[config.mk]
export PLATFORM = sky130hd
export DESIGN_NAME = hatc_mul
export DESIGN_NICKNAME = d
export VERILOG_FILES = /design/src/hashed_address_tag_cache_assert.svh /design/src/hatc_pkg.sv /design/src/hatc_mul.sv
export SDC_FILE = /design/constraint.sdc
export NUM_CORES = 2
export LEC_CHECK = 0
export ABC_AREA = 0
export BUFFER_PORTS_ARGS = -buffer_cell sky130_fd_sc_hd__buf_2
export CORE_ASPECT_RATIO = 2
export CORE_MARGIN = 2
export CORE_UTILIZATION = 30
export DETAILED_ROUTE_END_ITERATION = 16
export PLACE_DENSITY = 0.52
export SLEW_MARGIN = 10
export SYNTH_ARGS = -nofsm -noshare
export SYNTH_HDL_FRONTEND = slang
export SYNTH_SLANG_ARGS = --single-unit
[constraint.sdc]
create_clock -name clk -period 10.3 [get_ports clk]
set_input_delay 2.06 -clock clk [delete_from_list [all_inputs] [get_ports clk]]
set_output_delay 2.06 -clock clk [all_outputs]
set_load 0.02 [all_outputs]
[src/hashed_address_tag_cache_assert.svh]
// ---------------------------------------------------------------------------
// hashed address tag cache assertion macros
// shared property forms for the tag cache checks, clocked on clk, off in reset
// ---------------------------------------------------------------------------
`ifndef HASHED_ADDRESS_TAG_CACHE_ASSERT_SVH
`define HASHED_ADDRESS_TAG_CACHE_ASSERT_SVH

// same-cycle implication
`define HATC_ASSERT_SAME(name, cond, prop, msg) \
	name: assert property (@(posedge clk) disable iff (!arst_n) (cond) |-> (prop)) \
		else $error(msg);

// next-cycle implication
`define HATC_ASSERT_NEXT(name, cond, prop, msg) \
	name: assert property (@(posedge clk) disable iff (!arst_n) (cond) |=> (prop)) \
		else $error(msg);

`endif

[src/hatc_pkg.sv]
// ---------------------------------------------------------------------------
// hatc_pkg
// field widths and hash constants shared by the tag cache modules
// ---------------------------------------------------------------------------
`default_nettype none

package hatc_pkg;

	localparam int unsigned ADDR_W  = 64;
	localparam int unsigned SLOT_W  = 12;
	localparam int unsigned PROBE_W = 4;
	localparam int unsigned COUNT_W = 13;
	localparam int unsigned MUL_W   = 32;

	localparam logic [ADDR_W-1:0]  HASH_MULT  = 64'h9E37_79B9_7F4A_7C15;
	localparam int unsigned        HASH_SHIFT = 45;
	localparam logic [COUNT_W-1:0] COUNT_MAX  = '1;

endpackage

`default_nettype wire

[src/hatc_mul.sv]
// ---------------------------------------------------------------------------
// hatc_mul
// shared 32 by 32 multiplier with a registered product
// ---------------------------------------------------------------------------
`default_nettype none

module hatc_mul (
	input  wire logic                        clk,
	input  wire logic [hatc_pkg::MUL_W-1:0]  a,
	input  wire logic [hatc_pkg::MUL_W-1:0]  b,
	output logic      [2*hatc_pkg::MUL_W-1:0] product_s1
);

	always_ff @(posedge clk) begin
		product_s1 <= a * b;
	end

endmodule

`default_nettype wire

==> results by stage <==
Critical path:
- The element type at the critical path start is an input port.
- The largest single stage delay on the critical path is 0.61 ns.
- The critical path in this run is classified as input port to flip-flop.
- STA puts the critical path data arrival time at 10.13 ns.
- In this design, the critical path's most frequently occurring cell is sky130_fd_sc_hd__fa_1.
- The largest driver fanout on the critical path is 32.
- The required arrival time at the worst endpoint is 10.66 ns.
- The master of the slowest instance on the critical path is sky130_fd_sc_hd__fa_1.
- The worst setup path is captured at a flip-flop.

Clocking:
- The clock sink count is 64.
- After clock tree synthesis, the setup repair step added 0 buffers.
- In this run, post-CTS hold repair placed 0 buffers.
- The longest clock path from root to sink contains 2 buffers.
- The number of instances resized during post-cts repair is 0.
- The clock transition at the registers of the reported paths is 0.07 ns.
- The CTS tree is built.
- In this run the clock root is driven by a sky130_fd_sc_hd__clkbuf_16.
- The H-tree level count is 3.
- The CTS buffer count is 9.

Routing:
- Dividing the detail-routed via count by the number of cells gives 4.80.
- The first-pass detailed-route iteration total is 5.
- The residual DRC count is 0.
- In the final routed layout, each cell accounts on average for 23.1 um.
- The iteration-0 DRC count of the detailed router is 1,041.
- The total detailed-routing wirelength is 122,000 um.
- In this run the remaining antenna-violating nets after routing total 0.
- Across all layers, the routed design uses 25,400 vias.

Outcome:
- The flow ran to the end, and the final reports show no timing, DRC or antenna violations.

Floorplan:
- In this run the core area contains 176 standard-cell rows.
- The die covers 118,000 um2.
- During I/O placement, the number of pins put on the boundary was 129.
- The width of the die is 244 um.
- The floorplan step defined a core boundary enclosing 115,000 um2.
- From bottom edge to top edge, the die measures 485 um.
- The initial standard-cell utilization of the core is 30.2%.

STA:
- In this run the tightest slew margin relative to its limit is 18.9%.
- Setup repair after global routing left no endpoint under its margin.
- Timing would allow up to 102 MHz.
- Setup violations remaining at the end of the flow were counted as 0.
- The final critical-path required period is 9.77 ns.
- The number of slew-limit violations in the final report is 0.
- After routing, the total negative slack on setup checks comes to 0 ns.
- The number of hold violations in the final report is 0.
- Dividing the final minimum period by the clock period gives 94.8%.
- The slew at the pin with the worst max-slew slack is 1.21 ns.

Synthesis:
- Ranked by total cell area, the synthesized netlist is headed by sky130_fd_sc_hd__fa_1, sky130_fd_sc_hd__and2_1, sky130_fd_sc_hd__ha_1, sky130_fd_sc_hd__inv_1, sky130_fd_sc_hd__nand2_1.
- The average instance area after synthesis is 9.25 um2.
- The multiplexer share of the synthesized area is 0.0289%.
- The cell area after synthesis is 34,700 um2.
- In this run, synthesis produced a sequential element count of 64.
- The synthesized netlist devotes 1.52% of its cell area to XOR and XNOR gates.
- The number of nets handed over by synthesis was 4,972.
- The most used flip-flop cell after synthesis is sky130_fd_sc_hd__dfxtp_1.
- The synthesized-area fraction occupied by ao, oa, aoi and oai cells is 4.15%.
- The post-synthesis instance total is 3,748.
- The count of distinct cell types in the synthesized netlist is 57.
- Sorting the synthesized cells by how often they occur yields sky130_fd_sc_hd__fa_1, sky130_fd_sc_hd__inv_1, sky130_fd_sc_hd__and2_1.
- The area share of fa/ha/maj cells after synthesis is 61.2%.
- The proportion of register bits with asynchronous set or reset after synthesis is 0%.
- For this run, the number of Yosys warnings is 0.
- The cell accounting for the most synthesized area is sky130_fd_sc_hd__fa_1.
- After Yosys synthesis, and, or, nand and nor cells account for 17.6% of the synthesized area.
- After synthesis, the largest area contributor takes up 51.7% of total cell area.
- After synthesis, the largest family of logic cells by area is adder cells.
- The cell with the most instances after synthesis is sky130_fd_sc_hd__fa_1.
- Yosys mapped a number of flops with a built-in enable equal to 0.
- The sequential element share of the synthesized area is 3.69%.

Global routing:
- The global-route wire length before repair is 183,000 um.
- The total routing resource utilization after global routing is 21.4%.
- The number of antenna violations at the first check in global routing is 8.
- The number of global-route vias before repair is 29,600.
- The total overflow left after global routing is 0.
- The maximum number of pins on one net before global-route repair is 33.

Finish:
- product_s1 holds more flip-flops than any other register.
- The number of nets in the layout is 4,988.
- In the final layout, the registers with the most flip-flops are product_s1 (64).
- The proportion of layout cells with a drive suffix above 1 is 6.85%.
- The synthesis-to-layout area growth is 8.03%.
- Measured on the finished design, the core utilization comes to 32.7%.
- The register with the most flip-flops in the layout has 64 of them.

Worst hold path:
- The min-delay analysis places its worst path in the category input port to flip-flop.

Placed design:
- The routability congestion estimate from global placement is 0.938.
- During placement, the flow inserted port buffers numbering 128.
- Once detailed placement completed, the half-perimeter wirelength came to 104,000 um.

Flow run:
- The max-cap check violation count is 0.
-- worst max-delay path, delay by kind of cell --
| family | cells | cell delay (ns) |
|---|---|---|
| xor+xnor | 1 | 0.15 |
| compound gates | 4 | 1.05 |
| fa+ha+maj | 9 | 4.57 |
| simple gates | 4 | 1.15 |
| buf+inv | 7 | 1.08 |
-- layout by cell type, fill, tap and decap left out, drive strengths merged, types with 5 or more instances in the layout --
master  count
a21o       40
a21oi      66
a31oi      12
and2      602
and3       14
buf       225
clkbuf     10
dfxtp      64
diode       5
fa        896
ha        263
inv       865
nand2     480
nand3      10
nand4      23
nor2       20
nor3        7
o21a        9
o21ai      26
o21bai     11
o31ai       5
xnor2      35
xor2       25
-- layout make-up --
class                      count  area (um2)
fill                       12100       77300
clock buffer                  10         239
antenna                        5        12.5
sequential                    64        1280
inverter                     865        3250
tap                         1513        1890
timing repair buffer         225        1380
clock inverter                 6        92.6
multi-input combinational   2599       29300
-- cells by family (layout without fill, tap and decap cells) --
| group | Yosys count | after routing |
|---|---|---|
| AO/OA/AOI/OAI | 202 | 202 |
| flip-flops | 64 | 64 |
| adder cells (fa/ha/maj) | 1159 | 1159 |
| AND/OR/NAND/NOR | 1177 | 1177 |
| XOR/XNOR | 60 | 60 |
| other | 0 | 5 |
| buffers and inverters | 1085 | 1106 |
| multiplexers | 1 | 1 |
-- stage by stage --
stage / cells / setup WS [ns] / instance area [um2] / hold slack (ns)
6_report: 5287 / 0.534 / 37500 / 2.06
5_1_grt: 5282 / 0.290 / 37400 / 2.08
4_1_cts: 5282 / 0.556 / 37400 / 2.04
3_5_place_dp: 5266 / 0.0985 / 37100 / 2.48
3_3_place_gp: 5266 / 0.100 / 37100 / 2.47
2_1_floorplan: 3748 / 1.49 / 34700 / 2.19
-- metal layers --
layer  track usage, %  vias up  wire, um
met5                0        -        34
met4             19.4        6     13300
met3             2.86      401      4400
met2             41.8      749     69400
met1             18.4    13400     35000
li1                 -    10900         -
-- final timing paths --
path  slack (ns)   from  cells after the start             end
min         2.06   a[0]                      2   product_s1[0]
max         0.53  b[11]                     25  product_s1[62]
Power is left out: the tool's default activity adds up to more than one toggle a clock period on the data nets, which glitch-free logic cannot reach.
